--- src/sv/dlts_pkg.sv ---
// Shared types and codes for the delta-list timer scheduler.
// Holds operation, status and result codes, the controller state and command types.
// No dependencies; used by every module of the block.
package dlts_pkg;

  // default sizing handed to the top level
  localparam int TIMER_COUNT_DEF = 16;
  localparam int TIME_BITS_DEF   = 32;
  localparam int TIMERS_RST      = 16;

  // port widths fixed by the interface
  localparam int ACT_W  = 2;
  localparam int ID_W   = 6;
  localparam int RID_W  = 4;
  localparam int STS_W  = 3;
  localparam int CFG_W  = 5;
  localparam int TIN_W  = 32;

  // input item actions
  localparam logic [ACT_W-1:0] ACT_CREATE = 2'd0;
  localparam logic [ACT_W-1:0] ACT_DELETE = 2'd1;
  localparam logic [ACT_W-1:0] ACT_TICK   = 2'd2;

  // result kinds
  localparam logic [1:0] KIND_CREATE = 2'd0;
  localparam logic [1:0] KIND_DELETE = 2'd1;
  localparam logic [1:0] KIND_EXPIRE = 2'd2;

  // result status codes
  localparam logic [STS_W-1:0] STS_OK        = 3'd0;
  localparam logic [STS_W-1:0] STS_ZERO_TIME = 3'd1;
  localparam logic [STS_W-1:0] STS_NO_FREE   = 3'd2;
  localparam logic [STS_W-1:0] STS_RANGE     = 3'd3;
  localparam logic [STS_W-1:0] STS_NOT_FOUND = 3'd4;

  // controller states
  typedef enum logic [3:0] {
    S_IDLE,
    S_CREATE,
    S_INS_START,
    S_INS_WALK,
    S_INS_NEXT,
    S_C_EMIT,
    S_DEL,
    S_DEL_WALK,
    S_DEL_REM,
    S_DEL_REM2,
    S_TICK,
    S_T_ACT,
    S_T_EMIT
  } state_e;

  // datapath commands
  typedef enum logic [3:0] {
    OP_NONE,
    OP_LOAD,
    OP_CREATE,
    OP_INS_START,
    OP_INS_WALK,
    OP_INS_NEXT,
    OP_C_EMIT,
    OP_DEL_CHECK,
    OP_DEL_WALK,
    OP_DEL_REM,
    OP_DEL_REM2,
    OP_TICK,
    OP_T_ACT,
    OP_T_EMIT
  } op_e;

  // datapath status back to the controller
  typedef struct packed {
    logic create_fail;
    logic ins_done;
    logic del_stop;
    logic dw_found;
    logic dw_remove;
    logic dw_miss;
    logic expire;
    logic t_periodic;
    logic t_last;
  } stat_t;

  // one result beat
  typedef struct packed {
    logic [1:0]       kind;
    logic [RID_W-1:0] rid;
    logic [STS_W-1:0] status;
    logic             last;
  } res_t;

endpackage

--- src/sv/dlts_ctrl.sv ---
// Sequencer of the delta-list timer scheduler.
// Walks create, delete and tick items through datapath commands.
// Depends on dlts_pkg.
module dlts_ctrl (
  input  logic                       clk_i,
  input  logic                       rst_ni,
  input  logic                       start,
  input  logic [dlts_pkg::ACT_W-1:0] action_i,
  input  dlts_pkg::stat_t            stat_i,
  output dlts_pkg::op_e              op_o,
  output logic                       busy
);

  dlts_pkg::state_e state_q, state_d;
  logic             tick_q, tick_d;
  dlts_pkg::state_e ins_exit;

  // insert returns to the item that called it
  assign ins_exit = tick_q ? dlts_pkg::S_T_EMIT : dlts_pkg::S_C_EMIT;

  // next state
  always_comb begin
    state_d = state_q;
    tick_d  = tick_q;
    case (state_q)
      dlts_pkg::S_IDLE: begin
        if (start) begin
          case (action_i)
            dlts_pkg::ACT_CREATE: begin
              state_d = dlts_pkg::S_CREATE;
              tick_d  = 1'b0;
            end
            dlts_pkg::ACT_DELETE: state_d = dlts_pkg::S_DEL;
            dlts_pkg::ACT_TICK:   state_d = dlts_pkg::S_TICK;
            default: ;
          endcase
        end
      end
      dlts_pkg::S_CREATE:
        state_d = stat_i.create_fail ? dlts_pkg::S_IDLE : dlts_pkg::S_INS_START;
      dlts_pkg::S_INS_START:
        state_d = stat_i.ins_done ? ins_exit : dlts_pkg::S_INS_WALK;
      dlts_pkg::S_INS_WALK:
        state_d = stat_i.ins_done ? ins_exit : dlts_pkg::S_INS_NEXT;
      dlts_pkg::S_INS_NEXT:
        state_d = stat_i.ins_done ? ins_exit : dlts_pkg::S_INS_WALK;
      dlts_pkg::S_C_EMIT: state_d = dlts_pkg::S_IDLE;
      dlts_pkg::S_DEL:
        state_d = stat_i.del_stop ? dlts_pkg::S_IDLE : dlts_pkg::S_DEL_WALK;
      dlts_pkg::S_DEL_WALK: begin
        if (stat_i.dw_remove) begin
          state_d = dlts_pkg::S_DEL_REM;
        end else if (stat_i.dw_found || stat_i.dw_miss) begin
          state_d = dlts_pkg::S_IDLE;
        end
      end
      dlts_pkg::S_DEL_REM:  state_d = dlts_pkg::S_DEL_REM2;
      dlts_pkg::S_DEL_REM2: state_d = dlts_pkg::S_IDLE;
      dlts_pkg::S_TICK:
        state_d = stat_i.expire ? dlts_pkg::S_T_ACT : dlts_pkg::S_IDLE;
      dlts_pkg::S_T_ACT: begin
        if (stat_i.t_periodic) begin
          tick_d  = 1'b1;
          state_d = dlts_pkg::S_INS_START;
        end else if (stat_i.t_last) begin
          state_d = dlts_pkg::S_IDLE;
        end
      end
      dlts_pkg::S_T_EMIT:
        state_d = stat_i.t_last ? dlts_pkg::S_IDLE : dlts_pkg::S_T_ACT;
      default: state_d = dlts_pkg::S_IDLE;
    endcase
  end

  // command outputs
  always_comb begin
    op_o = dlts_pkg::OP_NONE;
    case (state_q)
      dlts_pkg::S_IDLE:      op_o = start ? dlts_pkg::OP_LOAD : dlts_pkg::OP_NONE;
      dlts_pkg::S_CREATE:    op_o = dlts_pkg::OP_CREATE;
      dlts_pkg::S_INS_START: op_o = dlts_pkg::OP_INS_START;
      dlts_pkg::S_INS_WALK:  op_o = dlts_pkg::OP_INS_WALK;
      dlts_pkg::S_INS_NEXT:  op_o = dlts_pkg::OP_INS_NEXT;
      dlts_pkg::S_C_EMIT:    op_o = dlts_pkg::OP_C_EMIT;
      dlts_pkg::S_DEL:       op_o = dlts_pkg::OP_DEL_CHECK;
      dlts_pkg::S_DEL_WALK:  op_o = dlts_pkg::OP_DEL_WALK;
      dlts_pkg::S_DEL_REM:   op_o = dlts_pkg::OP_DEL_REM;
      dlts_pkg::S_DEL_REM2:  op_o = dlts_pkg::OP_DEL_REM2;
      dlts_pkg::S_TICK:      op_o = dlts_pkg::OP_TICK;
      dlts_pkg::S_T_ACT:     op_o = dlts_pkg::OP_T_ACT;
      dlts_pkg::S_T_EMIT:    op_o = dlts_pkg::OP_T_EMIT;
      default:               op_o = dlts_pkg::OP_NONE;
    endcase
  end

  assign busy = (state_q != dlts_pkg::S_IDLE);

  // state registers
  always_ff @(posedge clk_i or negedge rst_ni) begin
    if (!rst_ni) begin
      state_q <= dlts_pkg::S_IDLE;
      tick_q  <= 1'b0;
    end else begin
      state_q <= state_d;
      tick_q  <= tick_d;
    end
  end

  // a create beat always enters the create check
  a_create_entry : assert property (@(posedge clk_i) disable iff (!rst_ni)
    (state_q == dlts_pkg::S_IDLE && start && action_i == dlts_pkg::ACT_CREATE)
      |=> (state_q == dlts_pkg::S_CREATE))
    else $error("create beat did not enter create check");

  // an insert finished for an expiry goes on with the expiry chain
  a_tick_return : assert property (@(posedge clk_i) disable iff (!rst_ni)
    (tick_q && state_q == dlts_pkg::S_INS_WALK && stat_i.ins_done)
      |=> (state_q == dlts_pkg::S_T_EMIT))
    else $error("re-insert did not return to expiry chain");

endmodule

--- config.mk ---
export PLATFORM = sky130hd
export DESIGN_NAME = dlts_ctrl
export DESIGN_NICKNAME = d
export VERILOG_FILES = /design/src/sv/dlts_pkg.sv /design/src/sv/dlts_ctrl.sv
export SDC_FILE = /design/constraint.sdc
export NUM_CORES = 1
export LEC_CHECK = 0
export ABC_AREA = 1
export BUFFER_PORTS_ARGS = -buffer_cell sky130_fd_sc_hd__buf_2
export CORE_UTILIZATION = 37
export CTS_BUF_LIST = sky130_fd_sc_hd__clkbuf_4 sky130_fd_sc_hd__clkbuf_8 sky130_fd_sc_hd__clkbuf_16
export CTS_CLUSTER_DIAMETER = 40
export DETAILED_ROUTE_END_ITERATION = 8
export GPL_TIMING_DRIVEN = 0
export MAX_ROUTING_LAYER = met4
export PLACE_DENSITY_LB_ADDON = 0.12
export SYNTH_ARGS = -nofsm -noshare
export SYNTH_HDL_FRONTEND = slang
export SYNTH_SLANG_ARGS = --single-unit
export TNS_END_PERCENT = 10
--- constraint.sdc ---
create_clock -name clk_i -period 1.8 [get_ports clk_i]
set_clock_uncertainty 0.2 [all_clocks]
set_input_delay 0.18 -clock clk_i [delete_from_list [all_inputs] [get_ports clk_i]]
set_output_delay 0.18 -clock clk_i [all_outputs]
set_load 0.02 [all_outputs]
* Yosys cells after proc, flatten, opt, wreduce, memory -nomap -nowiden *
Cells that the tools add are included.

cells by class
  equal/unequal tests = 20
  reduce and logical (&&, ||, !) cells = 8
  magnitude comparators = 0
  divide/modulo/power cells = 0
  shift operators = 0
  bitwise logic cells = 0
  $mul = 0
  add/sub/neg operators = 0
  muxes and demuxes = 20

operators with widths
  cell                                                                     count
  4-bit case mux with 13 select lines                                      1
  4-bit 2-to-1 mux                                                         10
  4-bit case mux with 10 select lines                                      1
  4-bit equality test, second input constant                               5
  4-bit by 3-bit equality test with 1-bit output, second input constant    4
  4-bit case mux with 3 select lines                                       1
  4-bit by 2-bit equality test with 1-bit output, second input constant    2
  4-bit AND reduction                                                      2
  3-bit inequality test, second input constant                             2
  4-bit by 1-bit equality test with 1-bit output, second input constant    1
  4-bit logical NOT                                                        1
  1-bit 2-to-1 mux                                                         4
  2-bit inequality test, second input constant                             2
  4-bit by 1-bit inequality test with 1-bit output, second input constant  1
  4-bit nonzero test                                                       1
  3-bit 2-to-1 mux                                                         1
  2-bit by 1-bit equality test with 1-bit output, second input constant    1
  2-bit equality test, second input constant                               1
  2-bit logical NOT                                                        1
  2-bit 2-to-1 mux                                                         1
  2-bit by 1-bit inequality test with 1-bit output, second input constant  1
  1-bit case mux with 2 select lines                                       1
  2-bit nonzero test                                                       1
  2-bit OR reduction                                                       1
  1-bit logical OR                                                         1

storage, ports and cells
  output and inout bits = 5
  input port bits = 14
  register bits after elaboration = 5
  bits in read-only memories = 0
  memories = 0
  bits in writable memories = 0
  bits in latches = 0
  word-level logic and storage cells = 50

* Logic depth before layout (Yosys ltp) *
Gate-level depths: netlist of run 1.

  depth in word-level cells = 4
  depth in mapped cells = 9
  gate-level depth less buffers = 9

* Least setup slack after synthesis of run 1 *
Ideal clock, no wire load.

  path kind = flip-flop to flip-flop
  from = register state_q[0]
  to = register state_q[0]
  slack = 0.281 ns
  stages on the path, launching flop included = 8
  arrival = 1.198 ns
  required time = 1.479 ns
  buffers on the path = 0
  setup time = 0.121 ns
  period minus slack after synthesis = 1.519 ns
  path through = dfrtp_1 -> nor2_2 -> nand2_4 -> or2_1 -> nand2_1 -> nor2_2 -> nand2_1 -> nand2_1

on the way
  cells in the longest elaborated chain, start to end = 3
  elaborated cells between the ends (all ways) = 18
  classes of those cells = eq/ne: 14; mux: 1; reduce/logical: 3

RTL lines
  element                                                                     line              RTL
  start: declaration                                                          dlts_ctrl.sv:14   dlts_pkg::state_e state_q, state_d;
  start signal: assignment                                                    dlts_ctrl.sv:101  state_q <= dlts_pkg::S_IDLE;
  start signal: assignment                                                    dlts_ctrl.sv:104  state_q <= state_d;
  4-bit by 3-bit equality test with 1-bit output (tied with other cells)      dlts_ctrl.sv:25   case (state_q)
  2-bit OR reduction (no source line) (tied with other cells)                 --
  4-bit case mux with 10 select lines or 4-bit AND reduction (tied branches)  --

Parallel ways exist; a longest one is shown, timed or not.
A chain may end at the register's enable or synchronous reset.

* Worst setup path after layout of run 1 *
  from = register state_q[0]
  to = output port op_o[0]

on the way
  cells in the longest elaborated chain, start to end = 2
  elaborated cells between the ends (all ways) = 14
  classes of those cells = eq/ne: 12; mux: 1; reduce/logical: 1

RTL lines
  element                                      line             RTL
  4-bit equality test (tied with other cells)  dlts_ctrl.sv:78  case (state_q)
  4-bit case mux with 13 select lines *        dlts_ctrl.sv:78
  end: declaration                             dlts_ctrl.sv:10  output dlts_pkg::op_e op_o,

Every way passes the cells marked *; elsewhere a longest branch is shown, timed or not.

==> out/metrics.yaml, run 1 <==
outcome: "complete, no violations"
core.rowCount: 14
crit_slowest_cell: "dfrtp_2"
endpoint_kind: "output pin"
drtIter0Drc: 7
cp_max_fo: 5
drt-pass1-iter-count: 4
synth_nets: 123
root_buffer: "clkbuf_4"
setup.worst_path.class: "reg2out"
cp.required_ns: 1.42
place_congestion: 0.865
slew_viol_final: 0
final_nets: 154
hold_viol: 0
drc: 0
post-route-min-period_ns: 1.76
layout_worst_path_cycle_share: 0.979
wl_per_cell_um: 10.6
synth_edf_count: 0
ys_types: 20
rsz0062_at_grt: "true"
max_freq_mhz: 568
initial_utilization: 0.403
die_area_um2: 1850
ys_warn_count: 0
clk_latency_ns: 0.25
powerDensity_nw_per_um2: 1680
ioPinCount: 19
fin_util: 0.562
ant_nets: 0
post-place-ws_ns: 0.130
tritoncts: "yes"
ys_ff_latch: 5
worst_pin_slew_ns: 0.292
netlist_area_um2: 622
grt_pass1_vias: 650
grt_usage: 0.186
antenna_cells: 0
grt_pass1_wl_mm: 2.50
numCtsBuffers: 3
drive_above_1_share: 0.366
synthTopCellsByArea: "nand2_1 (22%), dfrtp_1 (20%), ha_1 (10%)"
cpPeakStageDelay_ns: 0.45
routed_wl_mm: 1.59
area_growth_pct: 39.2
die_w_um: 43.0
htree_num_levels: 1
antenna_found_initial: 0
seq_area_frac_synth: 0.201
hold_path_class: "in2reg"
leakagePower_nw: 0.491
clk_path_buf_depth: 2
grt.overflow.total: 0
io_buffers: 18
cp-start-kind: "register"
cts.sinks: 5
syn_inst: 104
cap_violations: 0
num_vias: 734
design.core.area_um2: 1540
ir_drop_mv: 0.670
setup_viol: 0
synth-main-ff-cell: "dfrtp_1"
yosysMostFrequentCell: "nand2_1"
vias_per_cell: 4.89
place_hpwl_mm: 1.24
fin_tns_setup_ns: 0
synth_top_area_share: 0.217
ys_top_cells_by_count: "nand2_1 (36), inv_1 (9), nor2_1 (9), nand3_1 (8)"
cp_common_cell: "nand2_2"
place_area_um2: 732
fin_area_um2: 866
worst_ep_arrival_time_ns: 1.38
synthArstFlopShare: 1.00
crit_chain: "nor2_4 > nand2_2 > nand2_2 > a21oi_2 > o211ai_1 > buf_4"
syn_avg_cell_area_um2: 5.98
worst_slack_ns: 0.0383
relSlewSlack: 0.805
die-height_um: 43.0
clk_pin_slew_worst_paths_ns: 0.04
grt_max_degree: 8
yosys.area.top_type: "nand2_1"
-- cells by family (layout without fill, tap and decap cells) --
kind of cell	count (synthesis)	count (layout)	share of synthesized area
adder cells (fa/ha/maj)	5	5	0.101
flip-flops	5	5	0.201
AO/OA/AOI/OAI	11	11	0.103
buffers and inverters	13	43	0.0785
AND/OR/NAND/NOR	70	70	0.517
-- metrics by stage --
| step | hold WS (ns) | power (mW) | std cells |
|---|---|---|---|
| CTS | 0.0154 | 1.36 | 148 |
| global placement | -0.208 | 1.11 | 138 |
| finish | 0.0141 | 1.46 | 150 |
| floorplan | -0.316 | 0.883 | 104 |
| detailed placement | -0.203 | 1.11 | 138 |
| global route | 0.0449 | 1.57 | 150 |
-- cell usage in the layout (no fill, tap or decap), drive strengths merged --
master,Yosys,routed
nand3,8,8
inv,13,13
dfrtp,5,5
nor3,4,4
dlygate4sd3,0,3
o211ai,2,2
a21oi,2,2
or2,1,1
o21ai,6,6
o221ai,1,1
clkbuf,0,4
buf,0,23
nand3b,1,1
nand2,41,41
nand4,1,1
ha,5,5
nor2,14,14
-- power by group --
group          internal (mW)  switching, mW
sequential             0.172          0.101
clock                 0.0994         0.0543
combinational          0.412          0.620
total                  0.683          0.775
-- layer usage --
metal | wire, um | vias to the layer above | GRT usage
li1 | - | 397 | -
met1 | 714 | 312 | 0.202
met2 | 778 | 21 | 0.309
met3 | 59 | 4 | 0.0298
met4 | 36 | 0 | 0.127
met5 | 0 | - | -
-- registers in the layout, summed over array words and instances, names as in the netlist --
| name | count |
|---|---|
| tick_q | 1 |
| state_q | 4 |
-- layout make-up --
type	count	area [um^2]
fill	150	676
sequential	5	129
multi-input combinational	86	469
tap	16	20.0
clock buffer	4	30.0
timing repair buffer	26	166
inverter	13	51.3
-- critical path, delay by kind of cell (launching register included) --
family          cells  cell delay, ns
compound gates      2            0.11
flops               1            0.45
buf+inv             1            0.16
simple gates        3            0.41
-- path summary, 6_finish.rpt --
check | cells past startpoint | slack, ns | endpoint | start
setup reg to reg | 7 | 0.20 | state_q[0] | state_q[0]
hold / removal | 4 | 0.01 | state_q[2] | stat_i[4]
max in group asynchronous | 2 | 1.18 | state_q[2] | rst_ni
setup / recovery | 6 | 0.04 | op_o[0] | state_q[0]
min in group asynchronous | 2 | 0.07 | tick_q | rst_ni
hold reg to reg | 2 | 0.34 | tick_q | tick_q
-- repair_timing --
item,CTS,global route
hold buffers,3,0
pin swaps,1,3
setup endpoints to repair,1,4
endpoints found under the hold margin,6,0
setup buffers,3,2
gates resized for setup,8,7
Power figures use the tool's default switching activity.
==> run 2, diff against run 1 <==
--- a/config.mk
+++ b/config.mk
@@ -14,6 +14,7 @@
 export GPL_TIMING_DRIVEN = 0
 export MAX_ROUTING_LAYER = met4
 export PLACE_DENSITY_LB_ADDON = 0.12
+export SKIP_LAST_GASP = 1
 export SYNTH_ARGS = -nofsm -noshare
 export SYNTH_HDL_FRONTEND = slang
 export SYNTH_SLANG_ARGS = --single-unit
==> constraint.sdc (replaced) <==
create_clock -name clk_i -period 1.8 [get_ports clk_i]
set_clock_uncertainty 0.2 [all_clocks]
set_input_delay 0.18 -clock clk_i [delete_from_list [all_inputs] [get_ports clk_i]]
set_output_delay 0.18 -clock clk_i [all_outputs]
set_load 0.1 [all_outputs]
==> out/metrics.yaml, run 2 (synthesized netlist as in run 1, its figures left out) <==
top_register: "state_q"
drt-pass1-iter-count: 4
largest_reg_flops: 4
ioPinCount: 19
place_congestion: 0.907
die-height_um: 43.0
clk_path_buf_depth: 2
endpoint_kind: "output pin"
drtIter0Drc: 22
die_area_um2: 1850
layout_worst_path_cycle_share: 1.03
initial_utilization: 0.403
num_vias: 768
drc: 0
crit_chain: "nor2_4 > nand2_2 > nand2_2 > a21oi_2 > o211ai_1 > buf_6"
outcome: "finished with violations"
cp_max_fo: 5
antenna_cells: 0
cpPeakStageDelay_ns: 0.46
rsz0062_at_grt: "true"
slew_viol_final: 0
setup.worst_path.class: "reg2out"
worst_slack_ns: -0.0571
numCtsBuffers: 3
worst_ep_arrival_time_ns: 1.48
cp.required_ns: 1.42
tritoncts: "yes"
crit_slowest_cell: "dfrtp_2"
core.rowCount: 14
dpl.cell_count: 138
cts.sinks: 5
cap_violations: 0
top_usage_layer: "met2"
place_hpwl_mm: 1.29
met1_usage: 0.268
hold_viol: 0
fin_cells: 154
grt_pass1_wl_mm: 3.01
relSlewSlack: 0.680
area_growth_pct: 48.1
clk_latency_ns: 0.25
htree_num_levels: 1
setup_viol: 4
grt_util_met3: 0.0638
design.core.area_um2: 1540
grt.overflow.total: 0
final_nets: 158
mostFrequentLayoutCell: "nand2_1"
drive_above_1_share: 0.435
wl_per_cell_um: 11.4
final_cell_mix: "nand2_1 (33), buf_2 (14), buf_4 (12)"
reg_top3: "state_q: 4 flops, tick_q: 1 flops"
grt_usage: 0.219
clk_pin_slew_worst_paths_ns: 0.04
worst_pin_slew_ns: 0.484
cp_common_cell: "nand2_2"
vias_per_cell: 4.99
cp-start-kind: "register"
fin_tns_setup_ns: -0.121
hold_path_class: "in2reg"
violations: "setup timing"
hold-worst-slack_ns: 0.0164
grt_pass1_vias: 763
post-route-min-period_ns: 1.86
antenna_found_initial: 0
root_buffer: "clkbuf_4"
max_freq_mhz: 538
routed_wl_mm: 1.76
met2_usage: 0.352
die_w_um: 43.0
io_buffers: 18
ant_nets: 0
grt_max_degree: 8
run 2: timing repair:
action,CTS,global route
hold endpoints to repair,5,0
hold buffers,1,0
gates cloned,0,0
endpoints found under the setup margin,4,5
setup buffers,10,1
resized for setup,16,1
pin swaps,6,1
run 2: stage by stage:
stage	util	worst slack (ns)	instance area [um^2]
after floorplan	-	-0.589	638
after global placement	0.485	-0.150	748
after detailed placement	0.485	-0.134	748
after CTS	0.591	-0.0384	911
after global routing	0.597	-0.114	921
final	0.597	-0.0571	921
run 2: cell type report:
class / instances / area, um^2
clock buffer: 4 / 30.0
fill: 160 / 621
inverter: 13 / 53.8
multi-input combinational: 86 / 483
sequential: 5 / 130
tap: 16 / 20.0
timing repair buffer: 30 / 204
run 2: routing by layer:
| layer | up-vias | routed length, um |
|---|---|---|
| met5 | - | 0 |
| met4 | 0 | 16 |
| met3 | 2 | 108 |
| met2 | 26 | 846 |
| met1 | 339 | 784 |
| li1 | 401 | - |
run 2: worst paths after layout:
path / depth (start not counted) / startpoint / endpoint / slack (ns)
max in group asynchronous: 2 / rst_ni / state_q[1] / 1.18
min in group asynchronous: 2 / rst_ni / tick_q / 0.08
worst min-delay path: 4 / stat_i[5] / state_q[2] / 0.02
worst min register to register: 2 / tick_q / tick_q / 0.34
worst max register to register: 8 / state_q[1] / state_q[3] / 0.11
worst max-delay path: 6 / state_q[1] / op_o[0] / -0.06
run 2: worst max-delay path, delay by kind of cell, from the launching register on:
kind	cells	cell delay (ns)
flip-flops	1	0.46
AND/OR/NAND/NOR	3	0.39
AO/OA/AOI/OAI	2	0.13
buffers and inverters	1	0.25
Power of run 2 is not shown: default switching activity piles up to over one toggle a cycle in this logic, so the estimate is an artifact.
